File: src/design/ubf_pkg.sv
// ----------------------------------------------------------------------------
// ubf_pkg: shared types for the response fragmenter
// Word formats of both channels, the queued result group and the fixed
// framing constants.
// ----------------------------------------------------------------------------
package ubf_pkg;

	// Initial frame header: command, length high byte, length low byte.
	localparam int unsigned HDR_LEN = 3;

	// Frame length limits and the reset value of the length register.
	localparam logic [9:0] FRAME_LEN_MIN   = 10'd4;
	localparam logic [9:0] FRAME_LEN_MAX   = 10'd512;
	localparam logic [9:0] FRAME_LEN_RESET = 10'd64;

	// Most results one input word can cause.
	localparam int unsigned MAX_RESULTS = 3;

	typedef enum logic {
		OP_START = 1'b0,
		OP_DATA  = 1'b1
	} ubf_opcode_t;

	typedef struct packed {
		ubf_opcode_t opcode;
		logic [7:0]  command;
		logic [15:0] total_length;
		logic [7:0]  data_byte;
	} ubf_in_t;

	typedef struct packed {
		logic [7:0] frame_byte;
		logic       frame_first;
		logic       frame_last;
		logic       message_last;
		logic       error;
	} ubf_out_t;

	// All results of one input word, entry 0 first.
	typedef struct packed {
		logic [1:0]                     cnt;
		ubf_out_t [MAX_RESULTS-1:0]     res;
	} ubf_group_t;

	// Queue status seen by the front and back ends.
	typedef struct packed {
		logic full;
		logic empty;
	} ubf_q_stat_t;

endpackage

File: src/design/ubf_front.sv
// ----------------------------------------------------------------------------
// ubf_front: message tracking and result classification
// Accepts input words, keeps the message state and turns each word into a
// group of up to three result words for the queue.
// ----------------------------------------------------------------------------
module ubf_front (
	input  logic                 clk,
	input  logic                 arst_n,
	input  logic                 in_valid,
	output logic                 in_stall,
	input  ubf_pkg::ubf_in_t     in_data,
	input  logic                 cfg_wr_en,
	input  logic [9:0]           cfg_wr_data,
	input  ubf_pkg::ubf_q_stat_t q_stat,
	output logic                 push,
	output ubf_pkg::ubf_group_t  push_data
);
	import ubf_pkg::*;

	logic        active_q;
	logic [15:0] remaining_q;
	logic [9:0]  fill_q;
	logic [7:0]  seq_q;
	logic [9:0]  max_len_q;

	logic        accept;
	logic [9:0]  limit;
	logic        need_hdr;
	logic [9:0]  fill_base;
	logic [9:0]  fill_inc;
	logic [15:0] remaining_dec;
	logic        msg_last;
	logic        frm_last;
	ubf_out_t    data_res;
	ubf_out_t    zero_res;

	logic        active_d;
	logic [15:0] remaining_d;
	logic [9:0]  fill_d;
	logic [7:0]  seq_d;
	ubf_group_t  grp;

	assign in_stall = q_stat.full;
	assign accept   = in_valid & ~in_stall;

	// Frame length register, clamped into the legal range on use.
	always_ff @(posedge clk or negedge arst_n) begin
		if (!arst_n) begin
			max_len_q <= FRAME_LEN_RESET;
		end else if (cfg_wr_en) begin
			max_len_q <= cfg_wr_data;
		end
	end

	always_comb begin
		if (max_len_q < FRAME_LEN_MIN) begin
			limit = FRAME_LEN_MIN;
		end else if (max_len_q > FRAME_LEN_MAX) begin
			limit = FRAME_LEN_MAX;
		end else begin
			limit = max_len_q;
		end
	end

	// Payload byte path: a full frame first opens a continuation frame.
	assign need_hdr      = (fill_q >= limit);
	assign fill_base     = need_hdr ? 10'd1 : fill_q;
	assign fill_inc      = fill_base + 10'd1;
	assign remaining_dec = remaining_q - 16'd1;
	assign msg_last      = (remaining_dec == 16'd0);
	assign frm_last      = msg_last | (fill_inc >= limit);

	always_comb begin
		zero_res = '0;
		data_res = '0;
		data_res.frame_byte   = in_data.data_byte;
		data_res.frame_last   = frm_last;
		data_res.message_last = msg_last;
	end

	// Next state and result group for the word at the input.
	always_comb begin
		active_d    = active_q;
		remaining_d = remaining_q;
		fill_d      = fill_q;
		seq_d       = seq_q;
		grp         = '0;
		grp.res[0]  = zero_res;
		unique case (in_data.opcode)
			OP_START: begin
				seq_d = 8'd0;
				if (in_data.total_length == 16'd0) begin
					active_d    = 1'b0;
					remaining_d = 16'd0;
					fill_d      = 10'd0;
				end else begin
					active_d    = 1'b1;
					remaining_d = in_data.total_length;
					fill_d      = 10'(HDR_LEN);
					grp.cnt     = 2'(MAX_RESULTS);
					grp.res[0].frame_byte  = in_data.command;
					grp.res[0].frame_first = 1'b1;
					grp.res[1].frame_byte  = in_data.total_length[15:8];
					grp.res[2].frame_byte  = in_data.total_length[7:0];
				end
			end
			OP_DATA: begin
				if (!active_q) begin
					grp.cnt          = 2'd1;
					grp.res[0].error = 1'b1;
				end else begin
					remaining_d = remaining_dec;
					fill_d      = msg_last ? 10'd0 : fill_inc;
					active_d    = ~msg_last;
					if (need_hdr) begin
						seq_d                  = seq_q + 8'd1;
						grp.cnt                = 2'd2;
						grp.res[0].frame_byte  = seq_q;
						grp.res[0].frame_first = 1'b1;
						grp.res[1]             = data_res;
					end else begin
						grp.cnt    = 2'd1;
						grp.res[0] = data_res;
					end
				end
			end
			default: begin
				grp.cnt = 2'd0;
			end
		endcase
	end

	always_ff @(posedge clk or negedge arst_n) begin
		if (!arst_n) begin
			active_q    <= 1'b0;
			remaining_q <= 16'd0;
			fill_q      <= 10'd0;
			seq_q       <= 8'd0;
		end else if (accept) begin
			active_q    <= active_d;
			remaining_q <= remaining_d;
			fill_q      <= fill_d;
			seq_q       <= seq_d;
		end
	end

	// An empty message start causes no result and is not queued.
	assign push      = accept & (grp.cnt != 2'd0);
	assign push_data = grp;

endmodule

File: src/design/ubf_queue.sv
// ----------------------------------------------------------------------------
// ubf_queue: result group queue
// Short first-in first-out buffer that decouples classification from the
// serialized output.
// ----------------------------------------------------------------------------
module ubf_queue #(
	parameter int unsigned DEPTH = 4
) (
	input  logic                 clk,
	input  logic                 arst_n,
	input  logic                 push,
	input  ubf_pkg::ubf_group_t  push_data,
	input  logic                 pop,
	output ubf_pkg::ubf_group_t  pop_data,
	output ubf_pkg::ubf_q_stat_t q_stat
);
	import ubf_pkg::*;

	localparam int unsigned PTR_W = (DEPTH > 1) ? $clog2(DEPTH) : 1;
	localparam int unsigned CNT_W = $clog2(DEPTH + 1);
	localparam logic [PTR_W-1:0] LAST_PTR = PTR_W'(DEPTH - 1);
	localparam logic [CNT_W-1:0] FULL_CNT = CNT_W'(DEPTH);

	ubf_group_t       mem_q [DEPTH];
	logic [PTR_W-1:0] wr_ptr_q;
	logic [PTR_W-1:0] rd_ptr_q;
	logic [CNT_W-1:0] count_q;

	assign q_stat.full  = (count_q == FULL_CNT);
	assign q_stat.empty = (count_q == '0);
	assign pop_data     = mem_q[rd_ptr_q];

	// Storage write.
	always_ff @(posedge clk) begin
		if (push) begin
			mem_q[wr_ptr_q] <= push_data;
		end
	end

	// Pointers and fill count.
	always_ff @(posedge clk or negedge arst_n) begin
		if (!arst_n) begin
			wr_ptr_q <= '0;
			rd_ptr_q <= '0;
			count_q  <= '0;
		end else begin
			if (push) begin
				wr_ptr_q <= (wr_ptr_q == LAST_PTR) ? '0 : wr_ptr_q + PTR_W'(1);
			end
			if (pop) begin
				rd_ptr_q <= (rd_ptr_q == LAST_PTR) ? '0 : rd_ptr_q + PTR_W'(1);
			end
			if (push && !pop) begin
				count_q <= count_q + CNT_W'(1);
			end else if (pop && !push) begin
				count_q <= count_q - CNT_W'(1);
			end
		end
	end

endmodule

File: src/design/ubf_back.sv
// ----------------------------------------------------------------------------
// ubf_back: result serializer
// Takes one group at a time from the queue and presents its result words
// one per cycle on the output channel while it is not stalled.
// ----------------------------------------------------------------------------
module ubf_back (
	input  logic                 clk,
	input  logic                 arst_n,
	input  ubf_pkg::ubf_q_stat_t q_stat,
	input  ubf_pkg::ubf_group_t  pop_data,
	output logic                 pop,
	output logic                 out_valid,
	input  logic                 out_stall,
	output ubf_pkg::ubf_out_t    out_data
);
	import ubf_pkg::*;

	ubf_group_t grp_q;
	logic [1:0] idx_q;
	logic       busy_q;
	logic       out_accept;
	logic       grp_done;

	assign out_valid  = busy_q;
	assign out_data   = grp_q.res[idx_q];
	assign out_accept = busy_q & ~out_stall;
	assign grp_done   = out_accept & ((idx_q + 2'd1) == grp_q.cnt);

	// Fetch the next group when idle or when the last word of this one leaves.
	assign pop = ~q_stat.empty & (~busy_q | grp_done);

	always_ff @(posedge clk) begin
		if (pop) begin
			grp_q <= pop_data;
		end
	end

	always_ff @(posedge clk or negedge arst_n) begin
		if (!arst_n) begin
			busy_q <= 1'b0;
			idx_q  <= 2'd0;
		end else if (pop) begin
			busy_q <= 1'b1;
			idx_q  <= 2'd0;
		end else if (grp_done) begin
			busy_q <= 1'b0;
			idx_q  <= 2'd0;
		end else if (out_accept) begin
			idx_q <= idx_q + 2'd1;
		end
	end

endmodule

File: src/design/u2f_ble_response_fragmenter.sv
// ----------------------------------------------------------------------------
// u2f_ble_response_fragmenter: response message framing
// Splits a response message into frames with initial and continuation headers.
// ----------------------------------------------------------------------------
// Path: results pass through the result queue and then the back-end group register.
// Throughput: one input word per cycle while the queue is not full; the output port
// moves one result word per cycle while not stalled. A start word yields three result
// words and a payload byte that opens a continuation frame two. The result queue depth
// sets how long input keeps flowing.
// Reset: arst_n clears the message state, the queue and the output; the frame
// length register returns to 64.
module u2f_ble_response_fragmenter #(
	parameter int unsigned QUEUE_DEPTH = 4
) (
	input  logic              clk,
	input  logic              arst_n,
	input  logic              in_valid,
	output logic              in_stall,
	input  ubf_pkg::ubf_in_t  in_data,
	output logic              out_valid,
	input  logic              out_stall,
	output ubf_pkg::ubf_out_t out_data,
	input  logic              cfg_wr_en,
	input  logic [9:0]        cfg_wr_data
);
	import ubf_pkg::*;

	logic        push;
	logic        pop;
	ubf_group_t  push_data;
	ubf_group_t  pop_data;
	ubf_q_stat_t q_stat;

	// Front end: state tracking and classification.
	ubf_front u_front (
		.clk         (clk),
		.arst_n      (arst_n),
		.in_valid    (in_valid),
		.in_stall    (in_stall),
		.in_data     (in_data),
		.cfg_wr_en   (cfg_wr_en),
		.cfg_wr_data (cfg_wr_data),
		.q_stat      (q_stat),
		.push        (push),
		.push_data   (push_data)
	);

	// Decoupling queue.
	ubf_queue #(
		.DEPTH (QUEUE_DEPTH)
	) u_queue (
		.clk       (clk),
		.arst_n    (arst_n),
		.push      (push),
		.push_data (push_data),
		.pop       (pop),
		.pop_data  (pop_data),
		.q_stat    (q_stat)
	);

	// Back end: one result word per cycle while the output is not stalled.
	ubf_back u_back (
		.clk       (clk),
		.arst_n    (arst_n),
		.q_stat    (q_stat),
		.pop_data  (pop_data),
		.pop       (pop),
		.out_valid (out_valid),
		.out_stall (out_stall),
		.out_data  (out_data)
	);

endmodule

File: config.mk
export PLATFORM = sky130hd
export DESIGN_NAME = u2f_ble_response_fragmenter
export DESIGN_NICKNAME = d
export VERILOG_FILES = /design/src/design/ubf_pkg.sv /design/src/design/ubf_front.sv /design/src/design/ubf_queue.sv /design/src/design/ubf_back.sv /design/src/design/u2f_ble_response_fragmenter.sv
export SDC_FILE = /design/constraint.sdc
export NUM_CORES = 1
export LEC_CHECK = 0
export ABC_CLOCK_PERIOD_IN_PS = 4050
export CAP_MARGIN = 0
export CORE_UTILIZATION = 45
export DETAILED_ROUTE_END_ITERATION = 8
export DONT_BUFFER_PORTS = 1
export PLACE_DENSITY = 0.58
export SLEW_MARGIN = 20
export SYNTH_ARGS = -nofsm -noshare
export SYNTH_HDL_FRONTEND = slang
export SYNTH_SLANG_ARGS = --single-unit
File: constraint.sdc
create_clock -name clk -period 4.05 [get_ports clk]
set_input_delay 0.2025 -clock clk [delete_from_list [all_inputs] [get_ports clk]]
set_output_delay 0.2025 -clock clk [all_outputs]
set_load 0.05 [all_outputs]
After elaboration in Yosys (flattened, before gate mapping)

Memories as Yosys holds them, arrays and structs flattened. A register that Yosys moved wholly into a read port is not among the register bits.
Cells that the tools add are included.

Register bits: 59
RAM bits: 136
Bits of input ports: 48
Memories kept: 1

Memories:

| name          | words | width | rd ports | clocked after Yosys merged registers in | wr ports | line            | text |
|---|---|---|---|---|---|---|---|
| u_queue.mem_q | 4     | 34    | 1        | 1                                       | 1        | ubf_queue.sv:24 | `ubf_group_t mem_q [DEPTH];` |

Add/subtract/negate cells: 8
Magnitude comparators: 5
Equal/unequal tests: 6
Multiplexer cells: 45
Bitwise gates (word level): 13
Reduce and logical (&&, ||, !) cells: 13

Operator list:

| kind                    | count |
|---|---|
| $mux W10                | 6 |
| $logic_not A16 Y1       | 2 |
| $mux W16                | 2 |
| $mux W8                 | 4 |
| $pmux W16 S2            | 1 |
| $pmux W8 S2             | 2 |
| $bmux W12 S2            | 1 |
| $mux W12                | 2 |
| $mux W23                | 1 |
| $ge A10 B10 Y1          | 2 |
| $pmux W10 S2            | 1 |
| $mux W9                 | 2 |
| $pmux W9 S2             | 1 |
| $mux W2                 | 8 |
| $sub A16 B1 Y16 const B | 1 |
| $mux W3                 | 4 |
| $add A10 B1 Y10 const B | 1 |
| $gt A10 B10 Y1 const B  | 1 |
| $lt A10 B3 Y1 const B   | 1 |
| $add A8 B1 Y8 const B   | 1 |
| $mux W1                 | 7 |
| $add A2 B1 Y2 const B   | 3 |
| $not A1 Y1              | 6 |
| $reduce_bool A2 Y1      | 3 |
| 18 further kinds        | 27 |

Logic depth before layout (Yosys ltp)

Word-level depth: 13
Depth in mapped cells: 20
Depth with buffers taken out: 20

Hierarchy

Synthesis repeated with hierarchy kept, for this count alone.

Cells, all modules: 782
Area total of the unflattened synthesis: 11297.1 um^2

Modules (own cells, without submodules):

| module    | instances | cells each | area each (um^2) | seq. area each (um^2) |
|---|---|---|---|---|
| ubf_queue | 1         | 236        | 5945.7           | 4739.5 |
| ubf_front | 1         | 445        | 3736.1           | 1127.3 |
| ubf_back  | 1         | 101        | 1615.3           | 1216.2 |

Least setup slack after synthesis

OpenSTA, ideal clock, no wires.

Path type: flip-flop to flip-flop
Start point: reg u_front.max_len_q[7]
End point: mem u_queue.mem_q[0][14] (netlist bit), data pin
Setup time: 0.277 ns
Arrival time: 4.245 ns
Data required time: 3.773 ns
Slack: -0.471 ns
Cell stages (with the launch flop): 21
Clock period less this slack: 4.521 ns
Cell sequence: dfrtp_1 or4_1 nor4_1 nor2_1 and2_1 ha_1 nand2b_1 a21oi_1 o21bai_1 a211oi_2 and2_1 ha_1 and3_1 nand3_1 xor2_1 nor2_1 ha_1 a2111oi_0 o21ai_0 o211ai_1 a21oi_1

RTL lines:

| what                     | line            | text |
|---|---|---|
| start: declaration       | ubf_front.sv:24 | `logic [9:0] max_len_q;` |
| start signal: assignment | ubf_front.sv:51 | `max_len_q <= cfg_wr_data;` |
| end: declaration         | ubf_queue.sv:24 |  |

==> run summary <==
Hpwl dp - 14,900 um
DR pass1 iterations - 4
Routed length per placed instance - 21.5 um
FP Rows - 53
Max_slew headroom - 0.260
Post-route worst setup slack - -0.370 ns
Post-synth top flop - edfxtp_1
Crit path kind - reg2reg
CTS tree - built
Routability congestion estimate - 0.890
# fillers - 1,770
Yosys reg bits - 210
Post-synth EDFFs - 155
Die area - 22,400 um^2
Reg clk slew, reported paths - 0.06 ns
Port buffer count - 0
Antenna Nets Post-Route - 0
Mapped Cells - 704
TritonCTS Buffers - 23
Top post-synthesis cells by area - edfxtp_1 (47%), dfrtp_1 (14%), mux4_2 (7.1%), ha_1 (3.8%), mux2i_1 (2.3%)
P&R area growth vs syn - 16.6%
First-pass GRT wire length - 35,500 um
Worst-Margin Slew - 1.11 ns
Width of the chip - 150 um
Initial antenna violation count - 1
GRT Resource Usage Total - 0.211
Worst Path Required - 4.28 ns
DR vias - 6,169
Final Core Density - 0.539
Critical Path AT - 4.65 ns
Clock Sinks - 210
Most frequent cells in the layout - edfxtp_1 (155), dfrtp_1 (52), nand2_1 (50), buf_4 (40), nor2_1 (39)
Mapped Nets - 783
Grt ovf - 0
Unrepaired setup endpoints after global routing - true
Startpoint types - flop
DRT iter0 DRCs - 485
Share of layout cells above drive strength 1 - 0.207
Peak supply drop - 297 uV
Worst Hold Class - in2reg
Avg Cell Area, Syn - 13.9 um^2
Synth area leader - edfxtp_1
DR DRC count - 0
Min-delay src - in_data[25]
Post-synthesis sequential area ratio - 0.615
Routed vias/inst - 5.84
Max Slew Vio Count - 0
Core area - 21,200 um^2
Mapped Area - 9810 um^2
Min cycle time layout - 4.42 ns
Bufs on Longest Clock Path - 3
Placed inst area - 10,300 um^2
Hold Vio Cnt, Final - 0
Commonest non-fill, non-tap cell in the layout - edfxtp_1
Yosys warning count - 0
I/O pin count - 62
Routed WL - 22,700 um
Seq. cell area - 6030 um^2
Nets - 844
Setup violators final - 8
Worst hold margin - 0.0130 ns
Clk_lat worst skew - 0.51 ns
Failing checks - setup timing
Number of global-route vias before repair - 6,369
R2R Path Start - u_front.max_len_q[8]
Status - complete, but fails checks
Multi-input logic area - 3660 um^2
Final worst-path cycle share - 1.09
Max Freq - 226 MHz
CP Launch Point - u_front.max_len_q[8]
Post-synthesis async set-or-reset flop share - 0.262
Largest net degree at the start of global routing - 56
Post-synthesis cell type count - 67
PD cells - 692 nW/um^2
Maxcap violations - 0
LEAKAGE - 4.18 nW
Final Instance Area - 11,400 um^2
Critical path peak fanout - 4
Overall die height - 150 um
Critical Path End Type - flop
Top cell type's share of synthesized area - 0.474
Skew final - 0.0112 ns
Starting density of the core - 0.462
Ant diodes - 0
CTS root buf - clkbuf_16
H-tree Lvls - 1
-- state kept, by name (all words and copies together) (netlist names) --
name / cells
u_back.grp_q: 31
u_back.idx_q: 2
u_back.out_valid: 1
u_front.active_q: 1
u_front.fill_q: 10
u_front.max_len_q: 10
u_front.remaining_q: 16
u_front.seq_q: 8
u_queue.count_q: 3
u_queue.mem_q: 124
u_queue.rd_ptr_q: 2
u_queue.wr_ptr_q: 2
-- per-layer routing --
metal  up-vias  wire length (um)  track usage
met5         -                13            0
met4         2               745       0.0806
met3        42              1130       0.0366
met2       155             11500        0.364
met1      3134              9360        0.263
li1       2836                 -            -
-- cell usage after synthesis, types with 2 or more instances --
| cell type | count |
|---|---|
| xor2_1 | 6 |
| nand3_1 | 21 |
| clkbuf_1 | 20 |
| dfrtp_1 | 54 |
| or2_2 | 5 |
| nor2b_1 | 6 |
| o22ai_1 | 11 |
| inv_1 | 15 |
| buf_6 | 3 |
| a21oi_1 | 21 |
| buf_1 | 6 |
| o21a_1 | 4 |
| nor3_2 | 2 |
| nor4_2 | 2 |
| xnor2_1 | 9 |
| a31oi_1 | 2 |
| mux2i_1 | 23 |
| a32o_1 | 6 |
| and2_1 | 14 |
| nor2_1 | 40 |
| nor3b_1 | 4 |
| nor3_1 | 10 |
| a22o_1 | 15 |
| a21o_1 | 5 |
| mux2_2 | 18 |
| nor4b_1 | 2 |
| o21ai_0 | 42 |
| and3_1 | 6 |
| nor4_1 | 8 |
| edfxtp_1 | 155 |
| o31ai_1 | 2 |
| a221o_1 | 3 |
| o21ai_1 | 2 |
| buf_2 | 6 |
| o21bai_1 | 2 |
| nand2_1 | 50 |
| nand2b_1 | 8 |
| mux4_2 | 31 |
| or4_4 | 2 |
| ha_1 | 30 |
| nand4_1 | 7 |
-- through the flow --
step                      power (mW)  setup TNS (ns)  setup WS, ns  cells
after floorplan                 5.26           -3.02        -0.377    704
after detailed placement        5.92           -4.86        -0.608    974
after global routing            8.37           -4.75        -0.600   1056
after CTS                       8.02           -3.83        -0.479   1051
final                           7.92           -2.95        -0.370   1056
after global placement          5.83           -3.52        -0.444    974
-- cells by family (layout without fill, tap and decap cells) --
| family | Yosys count | count (layout) | synth area share |
|---|---|---|---|
| AND/OR/NAND/NOR | 197 | 197 | 0.108 |
| adder cells (fa/ha/maj) | 31 | 31 | 0.0403 |
| multiplexers | 72 | 72 | 0.115 |
| flip-flops | 210 | 210 | 0.615 |
| XOR/XNOR | 15 | 15 | 0.0134 |
| buffers and inverters | 51 | 128 | 0.0226 |
| AO/OA/AOI/OAI | 128 | 128 | 0.0860 |
-- power by group --
part	total [mW]	leakage [nW]	switching (mW)	internal, mW
Sequential	3.50	2.11	0.519	2.98
Combinational	2.43	1.73	1.40	1.03
Clock	1.99	0.345	0.817	1.17
Total	7.92	4.18	2.73	5.18
-- layout make-up --
class,count,share of cell area
Timing Repair Buffer,71,0.0549
Clock buffer,29,0.0523
Tap cell,275,0.0301
Clock inverter,12,0.00963
Inverter,16,0.00525
Sequential cell,210,0.528
Multi-Input combinational cell,443,0.320
-- path summary, 6_finish.rpt --
check	end	slack (ns)	cells after the start
worst min register to register	u_queue.count_q[2]	0.50	1
worst min-delay path	u_queue.mem_q[0][5]	0.01	2
min in group asynchronous	u_front.remaining_q[3]	0.21	2
worst max-delay path	u_queue.mem_q[1][14]	-0.37	21
max in group asynchronous	u_front.max_len_q[6]	3.51	2
worst max register to register	u_queue.mem_q[1][14]	-0.37	21
-- worst max-delay path, stage by stage (launching register included) --
cell       delay [ns]
dfrtp_1          0.38
or4_4            0.55
nor4_4           0.16
nor2_1           0.09
and2_4           0.16
ha_4             0.22
nand2b_4         0.13
a21oi_2          0.12
o21bai_1         0.10
a211oi_2         0.26
and2_1           0.18
ha_2             0.17
and3_4           0.20
buf_4            0.12
xnor2_2          0.10
nor2_1           0.07
ha_1             0.18
a21o_1           0.16
a2111oi_2        0.35
o21ai_1          0.11
o211ai_1         0.21
a21oi_2          0.14
-- timing repair --
| item | CTS | global route |
|---|---|---|
| gates resized for setup | 12 | 1 |
| setup buffers | 5 | 5 |
| hold buffers | 31 | 0 |
| setup endpoints to repair | 8 | 16 |
| endpoints found under the hold margin | 122 | 0 |
| pin swaps | 15 | 13 |
Power figures use the tool's default switching activity.
